<file path="src/hdl/lpps_pkg.sv">
// shared types, constants and helper functions of the line position pid steering block
package lpps_pkg;

  // sensor row, allowed 2 to 8
  localparam int SENSOR_COUNT = 5;
  localparam int CNT_W        = $clog2(SENSOR_COUNT + 1);
  localparam int TOT_W        = $clog2(SENSOR_COUNT * (SENSOR_COUNT + 1) / 2 + 1);
  localparam int POS_SCALE    = 60;
  localparam int CENTRE_POS   = 180;
  localparam int POS_W        = $clog2(POS_SCALE * SENSOR_COUNT + 1);
  localparam int ERR_W        = POS_W + 1;
  localparam int DERR_W       = ERR_W + 1;
  localparam int SUM_W        = 32;

  localparam int GAIN_W  = 31;
  localparam int SPEED_W = 16;
  localparam int WHOLE_W = 8;
  localparam int DUTY_W  = 7;
  localparam int CFG_W   = 31;
  localparam int CFG_IDX_W = 2;

  localparam int MUL_W  = 32;
  localparam int PROD_W = 2 * MUL_W;
  localparam int ACC_W  = PROD_W + 2;

  // power = acc / (60 * 2^16), done as shift then reciprocal
  localparam int POWER_SHIFT = 16;
  localparam int POWER_DIV   = POS_SCALE * (2 ** POWER_SHIFT);
  localparam int M_W         = $clog2(POWER_DIV);
  localparam int DIV_SHIFT   = 28;
  localparam int DIV_RECIP   = (2 ** DIV_SHIFT + POS_SCALE - 1) / POS_SCALE;
  localparam int DIV_PROD_W  = 45;

  // duty = x * 100 / 255 by reciprocal
  localparam int DUTY_SHIFT = 23;
  localparam int DUTY_RECIP = (2 ** DUTY_SHIFT + 254) / 255;
  localparam int DUTY_MUL   = 100 * DUTY_RECIP;
  localparam int DUTY_T_W   = DUTY_SHIFT + DUTY_W;

  // x / 7 for small x
  localparam int RECIP7_SHIFT = 16;
  localparam int RECIP7       = (2 ** RECIP7_SHIFT + 6) / 7;

  localparam int QUEUE_DEPTH = 2;
  localparam int QPTR_W      = $clog2(QUEUE_DEPTH);
  localparam int QCNT_W      = $clog2(QUEUE_DEPTH + 1);

  typedef enum logic [CFG_IDX_W-1:0] {
    CFG_GAIN_P    = 2'd0,
    CFG_GAIN_I    = 2'd1,
    CFG_GAIN_D    = 2'd2,
    CFG_TOP_SPEED = 2'd3
  } cfg_idx_t;

  localparam logic [GAIN_W-1:0]  GAIN_P_RST    = 31'd1497366528;
  localparam logic [GAIN_W-1:0]  GAIN_I_RST    = 31'd2517;
  localparam logic [GAIN_W-1:0]  GAIN_D_RST    = 31'd83886080;
  localparam logic [SPEED_W-1:0] TOP_SPEED_RST = 16'd45696;

  typedef struct packed {
    logic [GAIN_W-1:0]  gain_p;
    logic [GAIN_W-1:0]  gain_i;
    logic [GAIN_W-1:0]  gain_d;
    logic [SPEED_W-1:0] top_speed;
  } cfg_t;

  // one classified sample handed from front to back
  typedef struct packed {
    logic signed [ERR_W-1:0]  err;
    logic signed [DERR_W-1:0] derr;
    logic signed [SUM_W-1:0]  sum;
  } pid_item_t;

  typedef enum logic [2:0] {
    ST_IDLE,
    ST_MUL_P,
    ST_MUL_D,
    ST_MUL_I,
    ST_ACC,
    ST_ABS,
    ST_DIV,
    ST_FIN
  } back_state_t;

  typedef enum logic [1:0] {
    MSEL_NONE,
    MSEL_P,
    MSEL_D,
    MSEL_I
  } mul_sel_t;

  // 60 * total / count, count in 1..8
  function automatic logic [POS_W-1:0] mean_pos(input logic [TOT_W-1:0] tot,
                                                input logic [3:0] cnt);
    logic [31:0] tt;
    logic [31:0] t;
    logic [31:0] r;
    tt = 32'(tot);
    t  = tt * 32'(POS_SCALE);
    case (cnt)
      4'd1:    r = t;
      4'd2:    r = tt * 32'd30;
      4'd3:    r = tt * 32'd20;
      4'd4:    r = tt * 32'd15;
      4'd5:    r = tt * 32'd12;
      4'd6:    r = tt * 32'd10;
      4'd7:    r = (t * 32'(RECIP7)) >> RECIP7_SHIFT;
      4'd8:    r = t >> 3;
      default: r = 32'(CENTRE_POS);
    endcase
    return POS_W'(r);
  endfunction

  // trunc(x * 100 / 255)
  function automatic logic [DUTY_W-1:0] duty_of(input logic [WHOLE_W-1:0] x);
    logic [DUTY_T_W-1:0] t;
    t = DUTY_T_W'(x) * DUTY_T_W'(DUTY_MUL);
    return t[DUTY_SHIFT +: DUTY_W];
  endfunction

endpackage

</file>
<file path="src/hdl/lpps_front.sv">
// front end: takes sensor samples, finds line position and updates error state
module lpps_front (
  input  logic                            clk,
  input  logic                            rst_n,
  input  logic                            in_valid,
  output logic                            in_ready,
  input  logic [lpps_pkg::SENSOR_COUNT-1:0] in_sensor_bits,
  output logic                            push,
  output lpps_pkg::pid_item_t             push_item,
  input  logic                            q_full
);

  logic                                   f_valid_r, f_valid_nxt;
  logic [lpps_pkg::SENSOR_COUNT-1:0]      f_bits_r;
  logic [lpps_pkg::POS_W-1:0]             pos_r, pos_nxt;
  logic signed [lpps_pkg::ERR_W-1:0]      last_err_r;
  logic signed [lpps_pkg::SUM_W-1:0]      sum_r, sum_nxt;
  logic [lpps_pkg::CNT_W-1:0]             cnt;
  logic [lpps_pkg::TOT_W-1:0]             tot;
  logic signed [lpps_pkg::ERR_W-1:0]      err;
  logic signed [lpps_pkg::DERR_W-1:0]     derr;
  logic signed [lpps_pkg::SUM_W:0]        sum_ext;
  logic                                   accept;

  always_comb begin
    cnt = '0;
    tot = '0;
    for (int i = 0; i < lpps_pkg::SENSOR_COUNT; i++) begin
      if (f_bits_r[i]) begin
        cnt = cnt + lpps_pkg::CNT_W'(1);
        tot = tot + lpps_pkg::TOT_W'(i + 1);
      end
    end
  end

  always_comb begin
    // no sensor lit: position holds
    pos_nxt = (cnt != '0) ? lpps_pkg::mean_pos(tot, 4'(cnt)) : pos_r;
    err     = signed'({1'b0, pos_nxt}) - signed'(lpps_pkg::ERR_W'(lpps_pkg::CENTRE_POS));
    derr    = signed'({err[lpps_pkg::ERR_W-1], err})
            - signed'({last_err_r[lpps_pkg::ERR_W-1], last_err_r});
    sum_ext = signed'({sum_r[lpps_pkg::SUM_W-1], sum_r})
            + signed'({{(lpps_pkg::SUM_W + 1 - lpps_pkg::ERR_W){err[lpps_pkg::ERR_W-1]}}, err});
    if (sum_ext[lpps_pkg::SUM_W] != sum_ext[lpps_pkg::SUM_W-1]) begin
      sum_nxt = sum_ext[lpps_pkg::SUM_W] ? {1'b1, {(lpps_pkg::SUM_W-1){1'b0}}}
                                          : {1'b0, {(lpps_pkg::SUM_W-1){1'b1}}};
    end else begin
      sum_nxt = sum_ext[lpps_pkg::SUM_W-1:0];
    end
  end

  assign push           = f_valid_r && !q_full;
  assign in_ready       = !f_valid_r || push;
  assign accept         = in_valid && in_ready;
  assign push_item.err  = err;
  assign push_item.derr = derr;
  assign push_item.sum  = sum_nxt;

  always_comb begin
    f_valid_nxt = f_valid_r;
    if (accept) begin
      f_valid_nxt = 1'b1;
    end else if (push) begin
      f_valid_nxt = 1'b0;
    end
  end

  always_ff @(posedge clk) begin
    if (!rst_n) begin
      f_valid_r  <= 1'b0;
      pos_r      <= lpps_pkg::POS_W'(lpps_pkg::CENTRE_POS);
      last_err_r <= '0;
      sum_r      <= '0;
    end else begin
      f_valid_r <= f_valid_nxt;
      if (push) begin
        pos_r      <= pos_nxt;
        last_err_r <= err;
        sum_r      <= sum_nxt;
      end
    end
  end

  always_ff @(posedge clk) begin
    if (accept) begin
      f_bits_r <= in_sensor_bits;
    end
  end

endmodule

</file>
<file path="src/hdl/lpps_queue.sv">
// small fifo of classified items between front and back
module lpps_queue (
  input  logic                clk,
  input  logic                rst_n,
  input  logic                push,
  input  lpps_pkg::pid_item_t wdata,
  input  logic                pop,
  output lpps_pkg::pid_item_t rdata,
  output logic                full,
  output logic                empty
);

  lpps_pkg::pid_item_t              mem_r [lpps_pkg::QUEUE_DEPTH];
  logic [lpps_pkg::QPTR_W-1:0]      wr_ptr_r, wr_ptr_nxt;
  logic [lpps_pkg::QPTR_W-1:0]      rd_ptr_r, rd_ptr_nxt;
  logic [lpps_pkg::QCNT_W-1:0]      cnt_r, cnt_nxt;
  logic                             do_push, do_pop;

  assign full    = (cnt_r == lpps_pkg::QCNT_W'(lpps_pkg::QUEUE_DEPTH));
  assign empty   = (cnt_r == '0);
  assign do_push = push && !full;
  assign do_pop  = pop && !empty;
  assign rdata   = mem_r[rd_ptr_r];

  always_comb begin
    wr_ptr_nxt = wr_ptr_r;
    rd_ptr_nxt = rd_ptr_r;
    cnt_nxt    = cnt_r;
    if (do_push) begin
      wr_ptr_nxt = (wr_ptr_r == lpps_pkg::QPTR_W'(lpps_pkg::QUEUE_DEPTH - 1)) ? '0
                 : wr_ptr_r + lpps_pkg::QPTR_W'(1);
    end
    if (do_pop) begin
      rd_ptr_nxt = (rd_ptr_r == lpps_pkg::QPTR_W'(lpps_pkg::QUEUE_DEPTH - 1)) ? '0
                 : rd_ptr_r + lpps_pkg::QPTR_W'(1);
    end
    if (do_push && !do_pop) begin
      cnt_nxt = cnt_r + lpps_pkg::QCNT_W'(1);
    end else if (do_pop && !do_push) begin
      cnt_nxt = cnt_r - lpps_pkg::QCNT_W'(1);
    end
  end

  always_ff @(posedge clk) begin
    if (!rst_n) begin
      wr_ptr_r <= '0;
      rd_ptr_r <= '0;
      cnt_r    <= '0;
    end else begin
      wr_ptr_r <= wr_ptr_nxt;
      rd_ptr_r <= rd_ptr_nxt;
      cnt_r    <= cnt_nxt;
    end
  end

  always_ff @(posedge clk) begin
    if (do_push) begin
      mem_r[wr_ptr_r] <= wdata;
    end
  end

endmodule

</file>
<file path="src/hdl/lpps_back.sv">
// back end: pid sum on one shared multiplier, scaling, clamp and wheel duties
module lpps_back (
  input  logic                         clk,
  input  logic                         rst_n,
  input  lpps_pkg::cfg_t               cfg,
  input  logic                         q_empty,
  input  lpps_pkg::pid_item_t          q_item,
  output logic                         pop,
  output logic                         out_valid,
  input  logic                         out_ready,
  output logic [lpps_pkg::DUTY_W-1:0]  out_left_duty,
  output logic [lpps_pkg::DUTY_W-1:0]  out_right_duty,
  output logic                         out_turn_left
);

  lpps_pkg::back_state_t                state_r, state_nxt;
  lpps_pkg::mul_sel_t                   mul_sel;
  logic                                 prod_en, acc_clr, acc_add, abs_en, div_en, out_load;

  lpps_pkg::pid_item_t                  item_r;
  logic signed [lpps_pkg::MUL_W-1:0]    mul_a, mul_b;
  logic signed [lpps_pkg::PROD_W-1:0]   prod_nxt, prod_r;
  logic signed [lpps_pkg::ACC_W-1:0]    acc_r;
  logic [lpps_pkg::ACC_W-1:0]           mag;
  logic                                 neg_r, big_r;
  logic [lpps_pkg::M_W-1:0]             m_r;
  logic [lpps_pkg::DIV_PROD_W-1:0]      q_prod;
  logic [lpps_pkg::SPEED_W-1:0]         q_r, mag_c;
  logic                                 neg;
  logic [lpps_pkg::WHOLE_W-1:0]         inner, outer;
  logic [lpps_pkg::DUTY_W-1:0]          inner_duty, outer_duty;
  logic                                 out_valid_r;

  localparam logic [lpps_pkg::ACC_W-1:0] POWER_OVF =
    lpps_pkg::ACC_W'(lpps_pkg::POWER_DIV) << lpps_pkg::SPEED_W;

  // next state
  always_comb begin
    state_nxt = state_r;
    case (state_r)
      lpps_pkg::ST_IDLE:  if (!q_empty) state_nxt = lpps_pkg::ST_MUL_P;
      lpps_pkg::ST_MUL_P: state_nxt = lpps_pkg::ST_MUL_D;
      lpps_pkg::ST_MUL_D: state_nxt = lpps_pkg::ST_MUL_I;
      lpps_pkg::ST_MUL_I: state_nxt = lpps_pkg::ST_ACC;
      lpps_pkg::ST_ACC:   state_nxt = lpps_pkg::ST_ABS;
      lpps_pkg::ST_ABS:   state_nxt = lpps_pkg::ST_DIV;
      lpps_pkg::ST_DIV:   state_nxt = lpps_pkg::ST_FIN;
      lpps_pkg::ST_FIN:   if (!out_valid_r || out_ready) state_nxt = lpps_pkg::ST_IDLE;
      default:            state_nxt = lpps_pkg::ST_IDLE;
    endcase
  end

  // control outputs
  always_comb begin
    pop      = 1'b0;
    mul_sel  = lpps_pkg::MSEL_NONE;
    prod_en  = 1'b0;
    acc_clr  = 1'b0;
    acc_add  = 1'b0;
    abs_en   = 1'b0;
    div_en   = 1'b0;
    out_load = 1'b0;
    case (state_r)
      lpps_pkg::ST_IDLE:  pop = !q_empty;
      lpps_pkg::ST_MUL_P: begin
        mul_sel = lpps_pkg::MSEL_P;
        prod_en = 1'b1;
        acc_clr = 1'b1;
      end
      lpps_pkg::ST_MUL_D: begin
        mul_sel = lpps_pkg::MSEL_D;
        prod_en = 1'b1;
        acc_add = 1'b1;
      end
      lpps_pkg::ST_MUL_I: begin
        mul_sel = lpps_pkg::MSEL_I;
        prod_en = 1'b1;
        acc_add = 1'b1;
      end
      lpps_pkg::ST_ACC:   acc_add = 1'b1;
      lpps_pkg::ST_ABS:   abs_en = 1'b1;
      lpps_pkg::ST_DIV:   div_en = 1'b1;
      lpps_pkg::ST_FIN:   out_load = !out_valid_r || out_ready;
      default: begin
      end
    endcase
  end

  // shared multiplier operands
  always_comb begin
    case (mul_sel)
      lpps_pkg::MSEL_P: begin
        mul_a = signed'({1'b0, cfg.gain_p});
        mul_b = signed'({{(lpps_pkg::MUL_W - lpps_pkg::ERR_W){item_r.err[lpps_pkg::ERR_W-1]}},
                         item_r.err});
      end
      lpps_pkg::MSEL_D: begin
        mul_a = signed'({1'b0, cfg.gain_d});
        mul_b = signed'({{(lpps_pkg::MUL_W - lpps_pkg::DERR_W){item_r.derr[lpps_pkg::DERR_W-1]}},
                         item_r.derr});
      end
      lpps_pkg::MSEL_I: begin
        mul_a = signed'({1'b0, cfg.gain_i});
        mul_b = item_r.sum;
      end
      default: begin
        mul_a = '0;
        mul_b = '0;
      end
    endcase
  end

  assign prod_nxt = mul_a * mul_b;

  // magnitude of the sum, and the divide by 60 via reciprocal
  assign mag    = acc_r[lpps_pkg::ACC_W-1] ? lpps_pkg::ACC_W'(-acc_r) : lpps_pkg::ACC_W'(acc_r);
  assign q_prod = lpps_pkg::DIV_PROD_W'(m_r) * lpps_pkg::DIV_PROD_W'(lpps_pkg::DIV_RECIP);

  // clamp and wheel split
  always_comb begin
    mag_c      = (q_r > cfg.top_speed) ? cfg.top_speed : q_r;
    neg        = neg_r && (mag_c != '0);
    outer      = cfg.top_speed[lpps_pkg::SPEED_W-1 -: lpps_pkg::WHOLE_W];
    inner      = outer - mag_c[lpps_pkg::SPEED_W-1 -: lpps_pkg::WHOLE_W];
    inner_duty = lpps_pkg::duty_of(inner);
    outer_duty = lpps_pkg::duty_of(outer);
  end

  assign out_valid = out_valid_r;

  always_ff @(posedge clk) begin
    if (!rst_n) begin
      state_r     <= lpps_pkg::ST_IDLE;
      out_valid_r <= 1'b0;
    end else begin
      state_r <= state_nxt;
      if (out_load) begin
        out_valid_r <= 1'b1;
      end else if (out_ready) begin
        out_valid_r <= 1'b0;
      end
    end
  end

  always_ff @(posedge clk) begin
    if (pop) begin
      item_r <= q_item;
    end
    if (prod_en) begin
      prod_r <= prod_nxt;
    end
    if (acc_clr) begin
      acc_r <= '0;
    end else if (acc_add) begin
      acc_r <= acc_r + signed'({{(lpps_pkg::ACC_W - lpps_pkg::PROD_W){prod_r[lpps_pkg::PROD_W-1]}},
                                prod_r});
    end
    if (abs_en) begin
      neg_r <= acc_r[lpps_pkg::ACC_W-1];
      big_r <= (mag >= POWER_OVF);
      m_r   <= mag[lpps_pkg::POWER_SHIFT +: lpps_pkg::M_W];
    end
    if (div_en) begin
      // beyond 16 bits the clamp wins anyway
      q_r <= big_r ? '1 : q_prod[lpps_pkg::DIV_SHIFT +: lpps_pkg::SPEED_W];
    end
    if (out_load) begin
      out_left_duty  <= neg ? inner_duty : outer_duty;
      out_right_duty <= neg ? outer_duty : inner_duty;
      out_turn_left  <= neg;
    end
  end

endmodule

</file>
<file path="src/hdl/line_position_pid_steer.sv">
// top level of the line position pid steering block with its configuration registers
//
// Each item is one line-sensor sample (bit i set when sensor i sees the line); each
// item gives exactly one result: left and right wheel duty in percent and a flag that
// says the left wheel is the slowed one. Line position is 60 times the mean weight of
// the lit sensors (sensor i weighs i+1) and holds when no sensor is lit; the error
// against the centre drives a pid sum with a saturating 32-bit integral. The front
// stage takes a sample per cycle while the queue has room, classifies it and
// updates the error state, then hands it to a two-entry queue. The back sequencer
// takes each item from the queue, runs the p, d and i products through a single
// shared 32x32 multiplier, then does a final accumulate, a magnitude step, a
// reciprocal divide and a clamp and duty step into the output register. It takes a
// new item only once it is through with the last one. The output register frees
// the back end as soon as its result is taken; while a result waits, the back end,
// the queue and the front register still take up to four more samples.
// Configuration registers are written on cfg_we with no wait.
module line_position_pid_steer (
  input  logic                              clk,
  input  logic                              rst_n,
  // sample channel
  input  logic                              in_valid,
  output logic                              in_ready,
  input  logic [lpps_pkg::SENSOR_COUNT-1:0] in_sensor_bits,
  // result channel
  output logic                              out_valid,
  input  logic                              out_ready,
  output logic [lpps_pkg::DUTY_W-1:0]       out_left_duty,
  output logic [lpps_pkg::DUTY_W-1:0]       out_right_duty,
  output logic                              out_turn_left,
  // register writes
  input  logic                              cfg_we,
  input  logic [lpps_pkg::CFG_IDX_W-1:0]    cfg_index,
  input  logic [lpps_pkg::CFG_W-1:0]        cfg_data
);

  lpps_pkg::cfg_t       cfg_r;
  logic                 push;
  lpps_pkg::pid_item_t  push_item;
  logic                 q_full;
  logic                 q_empty;
  lpps_pkg::pid_item_t  q_item;
  logic                 pop;

  // configuration registers, reset to the nominal tuning
  always_ff @(posedge clk) begin
    if (!rst_n) begin
      cfg_r.gain_p    <= lpps_pkg::GAIN_P_RST;
      cfg_r.gain_i    <= lpps_pkg::GAIN_I_RST;
      cfg_r.gain_d    <= lpps_pkg::GAIN_D_RST;
      cfg_r.top_speed <= lpps_pkg::TOP_SPEED_RST;
    end else if (cfg_we) begin
      case (lpps_pkg::cfg_idx_t'(cfg_index))
        lpps_pkg::CFG_GAIN_P:    cfg_r.gain_p    <= cfg_data;
        lpps_pkg::CFG_GAIN_I:    cfg_r.gain_i    <= cfg_data;
        lpps_pkg::CFG_GAIN_D:    cfg_r.gain_d    <= cfg_data;
        lpps_pkg::CFG_TOP_SPEED: cfg_r.top_speed <= cfg_data[lpps_pkg::SPEED_W-1:0];
        default: begin
        end
      endcase
    end
  end

  // position, error, derivative and integral state
  lpps_front u_front (
    .clk            (clk),
    .rst_n          (rst_n),
    .in_valid       (in_valid),
    .in_ready       (in_ready),
    .in_sensor_bits (in_sensor_bits),
    .push           (push),
    .push_item      (push_item),
    .q_full         (q_full)
  );

  // decouples sampling from the pid arithmetic
  lpps_queue u_queue (
    .clk   (clk),
    .rst_n (rst_n),
    .push  (push),
    .wdata (push_item),
    .pop   (pop),
    .rdata (q_item),
    .full  (q_full),
    .empty (q_empty)
  );

  // pid arithmetic, clamp and duty scaling
  lpps_back u_back (
    .clk            (clk),
    .rst_n          (rst_n),
    .cfg            (cfg_r),
    .q_empty        (q_empty),
    .q_item         (q_item),
    .pop            (pop),
    .out_valid      (out_valid),
    .out_ready      (out_ready),
    .out_left_duty  (out_left_duty),
    .out_right_duty (out_right_duty),
    .out_turn_left  (out_turn_left)
  );

endmodule

</file>
<file path="config.mk">
export PLATFORM = sky130hd
export DESIGN_NAME = line_position_pid_steer
export DESIGN_NICKNAME = d
export VERILOG_FILES = /design/src/hdl/lpps_pkg.sv /design/src/hdl/lpps_front.sv /design/src/hdl/lpps_queue.sv /design/src/hdl/lpps_back.sv /design/src/hdl/line_position_pid_steer.sv
export SDC_FILE = /design/constraint.sdc
export NUM_CORES = 2
export LEC_CHECK = 0
export BUFFER_PORTS_ARGS = -buffer_cell sky130_fd_sc_hd__buf_2
export CORE_MARGIN = 4
export CORE_UTILIZATION = 50
export CTS_CLUSTER_SIZE = 30
export DETAILED_ROUTE_END_ITERATION = 8
export PLACE_DENSITY = 0.63
export SLEW_MARGIN = 25
export SYNTH_ARGS = -nofsm -noshare
export SYNTH_HDL_FRONTEND = slang
export SYNTH_HIERARCHICAL = 1
export SYNTH_SLANG_ARGS = --single-unit
</file>
<file path="constraint.sdc">
create_clock -name clk -period 25.6 [get_ports clk]
set_input_delay 5.12 -clock clk [delete_from_list [all_inputs] [get_ports clk]]
set_output_delay 5.12 -clock clk [all_outputs]
set_load 0.01 [all_outputs]
</file>
### Word level (Yosys, flattened, before mapping)

Memory sizes are Yosys's and may differ from the RTL's. A register that Yosys moved wholly into a read port is not among the register bits.
Index checks and enable logic that the tools add are counted.

* $add $sub $neg: 18
* reduce and logical (&&, ||, !) cells: 30
* $lt $le $gt $ge: 2
* multiply operators: 11
* mux-type cells: 41
* equality and inequality tests: 24

Operators with widths (count)
* $pmux W32 S3: 1
* $pmux W31 S3: 1
* $add A66 B64 Y66: 1
* $ge A66 B38 Y1 const B: 1
* $mux W66: 1
* $neg A66 Y66: 1
* $mul A32 B32 Y64: 1
* $mux W32: 2
* $pmux W9 S7: 1
* $mul A8 B20 Y28 const B: 2
* $mul A22 B23 Y44 const B: 1
* $add A32 B10 Y33: 1
* $eq A3 B3 Y1 const B: 8
* $mul A4 B4 Y8 const B: 3
* $pmux W3 S8: 1
* $mul A8 B14 Y22 const B: 1
* $mux W3: 6
* $mux W1: 17
* $gt A16 B16 Y1: 1
* $mux W16: 1
* $mux W4: 4
* $reduce_bool A16 Y1: 1
* $mul A4 B3 Y7 const B: 2
* $mux W7: 2
* other kinds (31): 65

* output and inout port bits: 17
* input port bits: 43
* memories kept: 1
* register bits after elaboration: 359
* bits in writable memories: 106
* word-level logic and storage cells: 150

Memories
* u_queue.mem_r: depth 2, width 53, read ports 1, clocked after Yosys merged registers in 1, write ports 1, line lpps_queue.sv:13 `lpps_pkg::pid_item_t mem_r [lpps_pkg::QUEUE_DEPTH];`

### Depth between registers and ports, before layout

* depth after elaboration: 17
* depth in mapped cells: 46
* mapped depth without buffers: 43

### Modules after synthesis

Netlist, hierarchy kept.

By module, submodules not included
* lpps_back: area each 54115.7 µm², cells an instance 6068, instances 1
* lpps_front: area each 7188.1 µm², cells an instance 907, instances 1
* line_position_pid_steer: area each 4216.5 µm², cells an instance 417, instances 1
* lpps_queue: area each 4056.4 µm², cells an instance 190, instances 1

### Worst setup path after synthesis

No wires, ideal clock.

* path type: register -> register
* from: register u_front/f_bits_r[0] (netlist name)
* to: memory u_queue/mem_r[0][23] (netlist name) (data pin)
* clock period less this slack: 12.138 ns
* data arrival time: 11.878 ns
* setup time: 0.260 ns
* cell stages (with the launch flop): 44
* slack: 13.462 ns
* buffers on the path: 3
* cells stage by stage: edfxtp_1 > inv_1 > ha_1 > nor3b_2 > nor3_1 > xor2_1 > inv_1 > fa_1 > fa_1 > inv_1 > fa_1 > a21o_1 > a21oi_1 > xor2_1 > inv_1 > ha_1 > fa_1 > inv_1 > [8 not listed] > xnor2_1 > a32oi_1 > nor2b_2 > o21ai_2 > a21oi_1 > ha_1 > clkbuf_1 > a21o_1 > a21o_1 > a22o_1 > and3_1 > a211o_1 > nor2_1 > a221oi_2 > buf_2 > nor2_1 > buf_2 > nor2_1

RTL lines
* start, declared: line lpps_front.sv:14 `logic [lpps_pkg::SENSOR_COUNT-1:0] f_bits_r;`
* start signal, assigned: line lpps_front.sv:86 `f_bits_r <= in_sensor_bits;`
* end, declared: line lpps_queue.sv:13

==> impl_results.html <==
<table>
<tr><th>Metric</th><th>Value</th></tr>
<tr><th colspan="2">Outcome</th></tr>
<tr><td>Outcome</td><td>complete, no violations</td></tr>
<tr><th colspan="2">Worst setup path</th></tr>
<tr><td>Cell with the largest stage delay on the worst path</td><td>sky130_fd_sc_hd__xor2_1</td></tr>
<tr><td>Crit path launch</td><td>u_front/f_bits_r[0]</td></tr>
<tr><td>Capturing instance or port of the critical path</td><td>u_queue/mem_r[0][2]</td></tr>
<tr><td>Critical Path AT</td><td>between 10000 and 15000 ps</td></tr>
<tr><td>Worst setup EP type</td><td>flop</td></tr>
<tr><td>Critical path startpoint category</td><td>flop</td></tr>
<tr><td>Critical path class</td><td>flop to flop</td></tr>
<tr><td>Reg-to-reg critical path endpoint</td><td>u_queue/mem_r[0][2]</td></tr>
<tr><td>Max incr delay on CP</td><td>720 ps</td></tr>
<tr><td>Largest fanout on the critical path</td><td>26</td></tr>
<tr><td>Worst reg2reg startpoint</td><td>u_front/f_bits_r[0]</td></tr>
<tr><td>Required time worst endpoint</td><td>~26000 ps</td></tr>
<tr><td>Cell repeated most along the worst path</td><td>sky130_fd_sc_hd__inv_1</td></tr>
<tr><td>Count of cells along the worst register-to-register path</td><td>between 40 and 50</td></tr>
<tr><td>Register-to-register path setup slack</td><td>about 12000 ps</td></tr>
<tr><th colspan="2">Detailed routing</th></tr>
<tr><td>Via count</td><td>between 50000 and 60000</td></tr>
<tr><td>Antenna viol nets, final</td><td>0</td></tr>
<tr><td>DR WL/cell</td><td>approximately 21 microns</td></tr>
<tr><td>Via density</td><td>~5.7</td></tr>
<tr><td>Number of optimization iterations in the first detailed-route pass</td><td>6</td></tr>
<tr><td>DR iter-0 viols</td><td>approximately 3800</td></tr>
<tr><td>Detailed-route DRC error count</td><td>0</td></tr>
<tr><td>Detailed-route wire length</td><td>198 mm</td></tr>
<tr><th colspan="2">Synthesis</th></tr>
<tr><td>Library cell occupying the most area in the post-synthesis netlist</td><td>sky130_fd_sc_hd__fa_1</td></tr>
<tr><td>Cell count after synthesis</td><td>between 7000 and 8000</td></tr>
<tr><td>Netlist area before placement</td><td>just under 70000 sq um</td></tr>
<tr><td>Share of synthesized flip-flops with an asynchronous set or reset</td><td>0%</td></tr>
<tr><td>Leading register cell type out of synthesis</td><td>sky130_fd_sc_hd__edfxtp_1</td></tr>
<tr><td>Portion of synthesized cell area occupied by the leading cell type</td><td>roughly 28%</td></tr>
<tr><td>Synthesized netlist net count</td><td>approximately 9400</td></tr>
<tr><td>Average cell area after synthesis</td><td>9.18 sq um</td></tr>
<tr><td>Biggest area contributors in the synthesized netlist</td><td>sky130_fd_sc_hd__fa_1 (28%), sky130_fd_sc_hd__ha_1 (14%), sky130_fd_sc_hd__edfxtp_1 (12%)</td></tr>
<tr><td>Number of warning messages in the yosys log</td><td>6</td></tr>
<tr><td>Synth unique cells</td><td>~110</td></tr>
<tr><td>Number of flops mapped to enable cells by yosys</td><td>roughly 280</td></tr>
<tr><td>Count of state elements after synthesis</td><td>between 500 and 600</td></tr>
<tr><td>Part of the Yosys area used for sequential elements</td><td>18.9%</td></tr>
<tr><th colspan="2">Final layout</th></tr>
<tr><td>Post-synthesis to final-layout area growth</td><td>6.04%</td></tr>
<tr><td>Sequential cell area in the final layout</td><td>roughly 13000 sq um</td></tr>
<tr><td>Final net count</td><td>approximately 9300</td></tr>
<tr><td>Number of filler instances in the final layout</td><td>about 13000</td></tr>
<tr><td>Final core area utilization</td><td>between 50% and 60%</td></tr>
<tr><td>Combined area of the multi-input logic cells</td><td>between 50000 and 60000 sq um</td></tr>
<tr><td>Layout cell share with drive strength beyond 1</td><td>under 10%</td></tr>
<tr><th colspan="2">GRT</th></tr>
<tr><td>Sum of overflow across all layers after global routing</td><td>0</td></tr>
<tr><td>Global routing usage summed across all routing layers</td><td>~27%</td></tr>
<tr><td>Antenna violations before repair</td><td>3</td></tr>
<tr><td>Maximum number of pins on one net before global-route repair</td><td>approximately 110</td></tr>
<tr><td>Wire length of the first global-routing pass</td><td>between 300 and 400 mm</td></tr>
<tr><td>Via count of the first global-routing pass</td><td>around 55000</td></tr>
<tr><th colspan="2">Timing</th></tr>
<tr><td>Final total negative setup slack</td><td>0 ps</td></tr>
<tr><td>RSZ-0062 raised after global routing</td><td>no</td></tr>
<tr><td>Transition time at the pin with the least slew margin</td><td>1130 ps</td></tr>
<tr><td>Final slew viol count</td><td>0</td></tr>
<tr><td>Clock skew after layout</td><td>between 30 and 40 ps</td></tr>
<tr><td>Max Fclk</td><td>roughly 75 MHz</td></tr>
<tr><td>Min cycle time layout</td><td>13400 ps</td></tr>
<tr><td>Hold Violations, Final</td><td>0</td></tr>
<tr><td>Relative slew slack</td><td>approximately 24%</td></tr>
<tr><td>Final setup violating endpoints</td><td>0</td></tr>
<tr><td>Part of the cycle the worst path needs</td><td>52.3%</td></tr>
<tr><th colspan="2">CTS</th></tr>
<tr><td>Clock buffer depth</td><td>3</td></tr>
<tr><td>Clock tree from TritonCTS</td><td>yes</td></tr>
<tr><td>Clock edge transition at the registers on the reported setup and hold paths</td><td>60 ps</td></tr>
<tr><td>TritonCTS Buffers</td><td>roughly 60</td></tr>
<tr><td>Resized cells post-CTS</td><td>0</td></tr>
<tr><td>Number of clock sinks seen by CTS</td><td>slightly above 500</td></tr>
<tr><td>Depth of the CTS H-tree</td><td>2</td></tr>
<tr><td>Clock Latency Late Sink</td><td>around 670 ps</td></tr>
<tr><td>Number of buffers added to fix hold violations after cts</td><td>0</td></tr>
<tr><td>Setup repair bufs after CTS</td><td>0</td></tr>
<tr><td>Root cell of the clock tree</td><td>sky130_fd_sc_hd__clkbuf_16</td></tr>
<tr><th colspan="2">Die</th></tr>
<tr><td>Number of cell rows</td><td>136</td></tr>
<tr><td>Full die area</td><td>around 150000 sq um</td></tr>
<tr><td>Number of top-level pins</td><td>60</td></tr>
<tr><td>Vertical die dimension</td><td>381 microns</td></tr>
<tr><td>Core region area</td><td>138000 sq um</td></tr>
<tr><td>Floorplan die width</td><td>~380 microns</td></tr>
<tr><td>Initial Util</td><td>between 50% and 60%</td></tr>
<tr><th colspan="2">Worst hold path</th></tr>
<tr><td>Hold/Removal Path Class</td><td>flop to flop</td></tr>
<tr><th colspan="2">Power and ir drop</th></tr>
<tr><td>Peak ir drop on the vdd network</td><td>around 0.00025 V</td></tr>
<tr><td>Power per unit of standard cell area</td><td>124 nW/um^2</td></tr>
<tr><td>Leakage power figure</td><td>approximately 35 nW</td></tr>
<tr><th colspan="2">Placement</th></tr>
<tr><td>Number of I/O port buffers</td><td>59</td></tr>
<tr><td>Placer congestion estimate</td><td>0.948</td></tr>
<tr><td>Estimated wirelength of the detail-placed design</td><td>~150 mm</td></tr>
<tr><th colspan="2">Flow run</th></tr>
<tr><td>Max Cap Viol</td><td>0</td></tr>
</table>
## power by group
part / internal (mW) / leakage, nW / switching [mW]
combinational: 2.48 / 29.6 / 4.23
sequential: 1.43 / 4.55 / 0.171
clock: 0.511 / 0.972 / 0.359
## placed cells by master (no fill, tap or decap), types with 14 or more instances in the layout
master,netlist,final
sky130_fd_sc_hd__a211oi_1,36,36
sky130_fd_sc_hd__a21o_1,196,194
sky130_fd_sc_hd__a21oi_1,332,308
sky130_fd_sc_hd__a21oi_2,0,20
sky130_fd_sc_hd__a31oi_1,26,26
sky130_fd_sc_hd__and2_1,23,23
sky130_fd_sc_hd__and3_1,32,30
sky130_fd_sc_hd__buf_2,21,58
sky130_fd_sc_hd__buf_4,17,124
sky130_fd_sc_hd__clkbuf_16,0,62
sky130_fd_sc_hd__dfxtp_1,234,230
sky130_fd_sc_hd__edfxtp_1,283,283
sky130_fd_sc_hd__fa_1,982,982
sky130_fd_sc_hd__ha_1,770,770
sky130_fd_sc_hd__inv_1,1246,1246
sky130_fd_sc_hd__maj3_1,14,14
sky130_fd_sc_hd__mux2_2,107,107
sky130_fd_sc_hd__mux2i_1,110,109
sky130_fd_sc_hd__nand2_1,801,801
sky130_fd_sc_hd__nand2b_1,45,45
sky130_fd_sc_hd__nand3_1,114,114
sky130_fd_sc_hd__nand4_1,58,58
sky130_fd_sc_hd__nor2_1,834,829
sky130_fd_sc_hd__nor2b_1,41,41
sky130_fd_sc_hd__nor3_1,37,37
sky130_fd_sc_hd__nor4_1,30,29
sky130_fd_sc_hd__o211ai_1,45,45
sky130_fd_sc_hd__o21a_1,31,31
sky130_fd_sc_hd__o21ai_0,226,226
sky130_fd_sc_hd__o21ai_1,24,24
sky130_fd_sc_hd__o21bai_1,39,39
sky130_fd_sc_hd__o31ai_1,17,17
sky130_fd_sc_hd__or2_2,18,18
sky130_fd_sc_hd__or3_1,20,20
sky130_fd_sc_hd__xnor2_1,148,148
sky130_fd_sc_hd__xor2_1,80,79
## synth_stat cells (10+ instances only)
cell and count:
sky130_fd_sc_hd__edfxtp_1 283, sky130_fd_sc_hd__xnor2_1 148, sky130_fd_sc_hd__buf_1 20, sky130_fd_sc_hd__ha_1 770, sky130_fd_sc_hd__o21ai_1 24, sky130_fd_sc_hd__nand4b_1 10
sky130_fd_sc_hd__clkbuf_1 299, sky130_fd_sc_hd__xor2_1 80, sky130_fd_sc_hd__or2_2 18, sky130_fd_sc_hd__and2_1 23, sky130_fd_sc_hd__or3_1 20, sky130_fd_sc_hd__nand4_1 58
sky130_fd_sc_hd__a21o_1 196, sky130_fd_sc_hd__maj3_1 14, sky130_fd_sc_hd__o21ai_0 226, sky130_fd_sc_hd__o31ai_1 17, sky130_fd_sc_hd__nand3_1 114, sky130_fd_sc_hd__a31oi_1 26
sky130_fd_sc_hd__fa_1 982, sky130_fd_sc_hd__mux2i_1 110, sky130_fd_sc_hd__o21a_1 31, sky130_fd_sc_hd__mux2_2 107, sky130_fd_sc_hd__a211o_1 11, sky130_fd_sc_hd__a21oi_1 332
sky130_fd_sc_hd__or4_1 11, sky130_fd_sc_hd__o211ai_1 45, sky130_fd_sc_hd__nand2_1 801, sky130_fd_sc_hd__a221oi_1 11, sky130_fd_sc_hd__nor2_1 834, sky130_fd_sc_hd__dfxtp_1 234
sky130_fd_sc_hd__nor4_1 30, sky130_fd_sc_hd__inv_1 1246, sky130_fd_sc_hd__o21bai_1 39, sky130_fd_sc_hd__nor2b_1 41, sky130_fd_sc_hd__a211oi_1 36, sky130_fd_sc_hd__nor3_1 37
sky130_fd_sc_hd__and3_1 32, sky130_fd_sc_hd__o31a_1 10, sky130_fd_sc_hd__buf_4 17, sky130_fd_sc_hd__buf_2 21, sky130_fd_sc_hd__nand2b_1 45
## sequential cells by signal (all words and copies together) (netlist names), 2 cells and up, named ones only
name,flops
u_back/q_r,16
u_back/m_r,22
u_back/state_r,3
u_front/last_err_r,8
u_back/prod_r,64
u_front/pos_r,9
cfg_r,109
u_front/sum_r,32
u_back/out_left_duty,7
u_front/f_bits_r,5
u_back/acc_r,66
u_back/out_right_duty,7
u_queue/mem_r,106
u_back/item_r,53
u_queue/cnt_r,2
## logic make-up after synthesis
kind of cell	Yosys count	share of synthesized area [%]
buf+inv	1614	8.95
simple gates	2119	13.1
flops	517	18.9
fa+ha+maj	1766	42.3
compound gates	1116	10.3
mux	217	3.31
xor+xnor	233	3.05
## per-layer routing
metal | global-route usage (%) | vias to the layer above | wire length (microns)
li1 | - | 24400 | -
met3 | 5.25 | 441 | 14700
met2 | 45.4 | 1761 | 92400
met1 | 35.8 | 26200 | 81700
met5 | 0 | - | 29
met4 | 10.0 | 4 | 8820
## per-stage QoR
step	setup slack [ps]	cell area, sq um	std cells	total power, mW	hold slack [ps]
finish	12200	73800	9309	9.18	455
global route	11260	73800	9307	10.1	473
CTS	12140	73700	9305	9.15	458
detailed placement	12210	71700	9193	8.22	448
global placement	12460	71700	9192	8.15	439
floorplan	13460	69600	7582	6.38	426
## critical path, delay by kind of cell (launching register included)
family	cells	cell delay, ps
AOI/OAI and AO/OA	12	3320
DFF	1	480
xor gates and xnor gates	3	1350
and+or+nand+nor	10	2640
adders and majority gates	10	4150
buffers and inverters	8	1260
## worst min path at each step
| stage | end | from | cells past startpoint |
|---|---|---|---|
| global route | cfg_r[96] | cfg_r[96] | 2 |
| floorplan | u_front/pos_r[2] | u_front/pos_r[2] | 1 |
| global placement | u_front/pos_r[2] | u_front/pos_r[2] | 1 |
| detailed placement | cfg_r[80] | cfg_r[80] | 2 |
| CTS | cfg_r[87] | cfg_r[87] | 2 |
| finish | cfg_r[70] | cfg_r[70] | 2 |
## cell type report
| type | instances | area share, % |
|---|---|---|
| Multi-Input combinational cell | 5451 | 68.3 |
| Sequential cell | 517 | 17.9 |
| Inverter | 1248 | 6.35 |
| Tap cell | 1794 | 3.04 |
| Clock buffer | 73 | 2.19 |
| Timing Repair Buffer | 185 | 1.73 |
| Clock inverter | 39 | 0.539 |
| Antenna cell | 2 | 0.00678 |
Power figures use the tool's default switching activity.
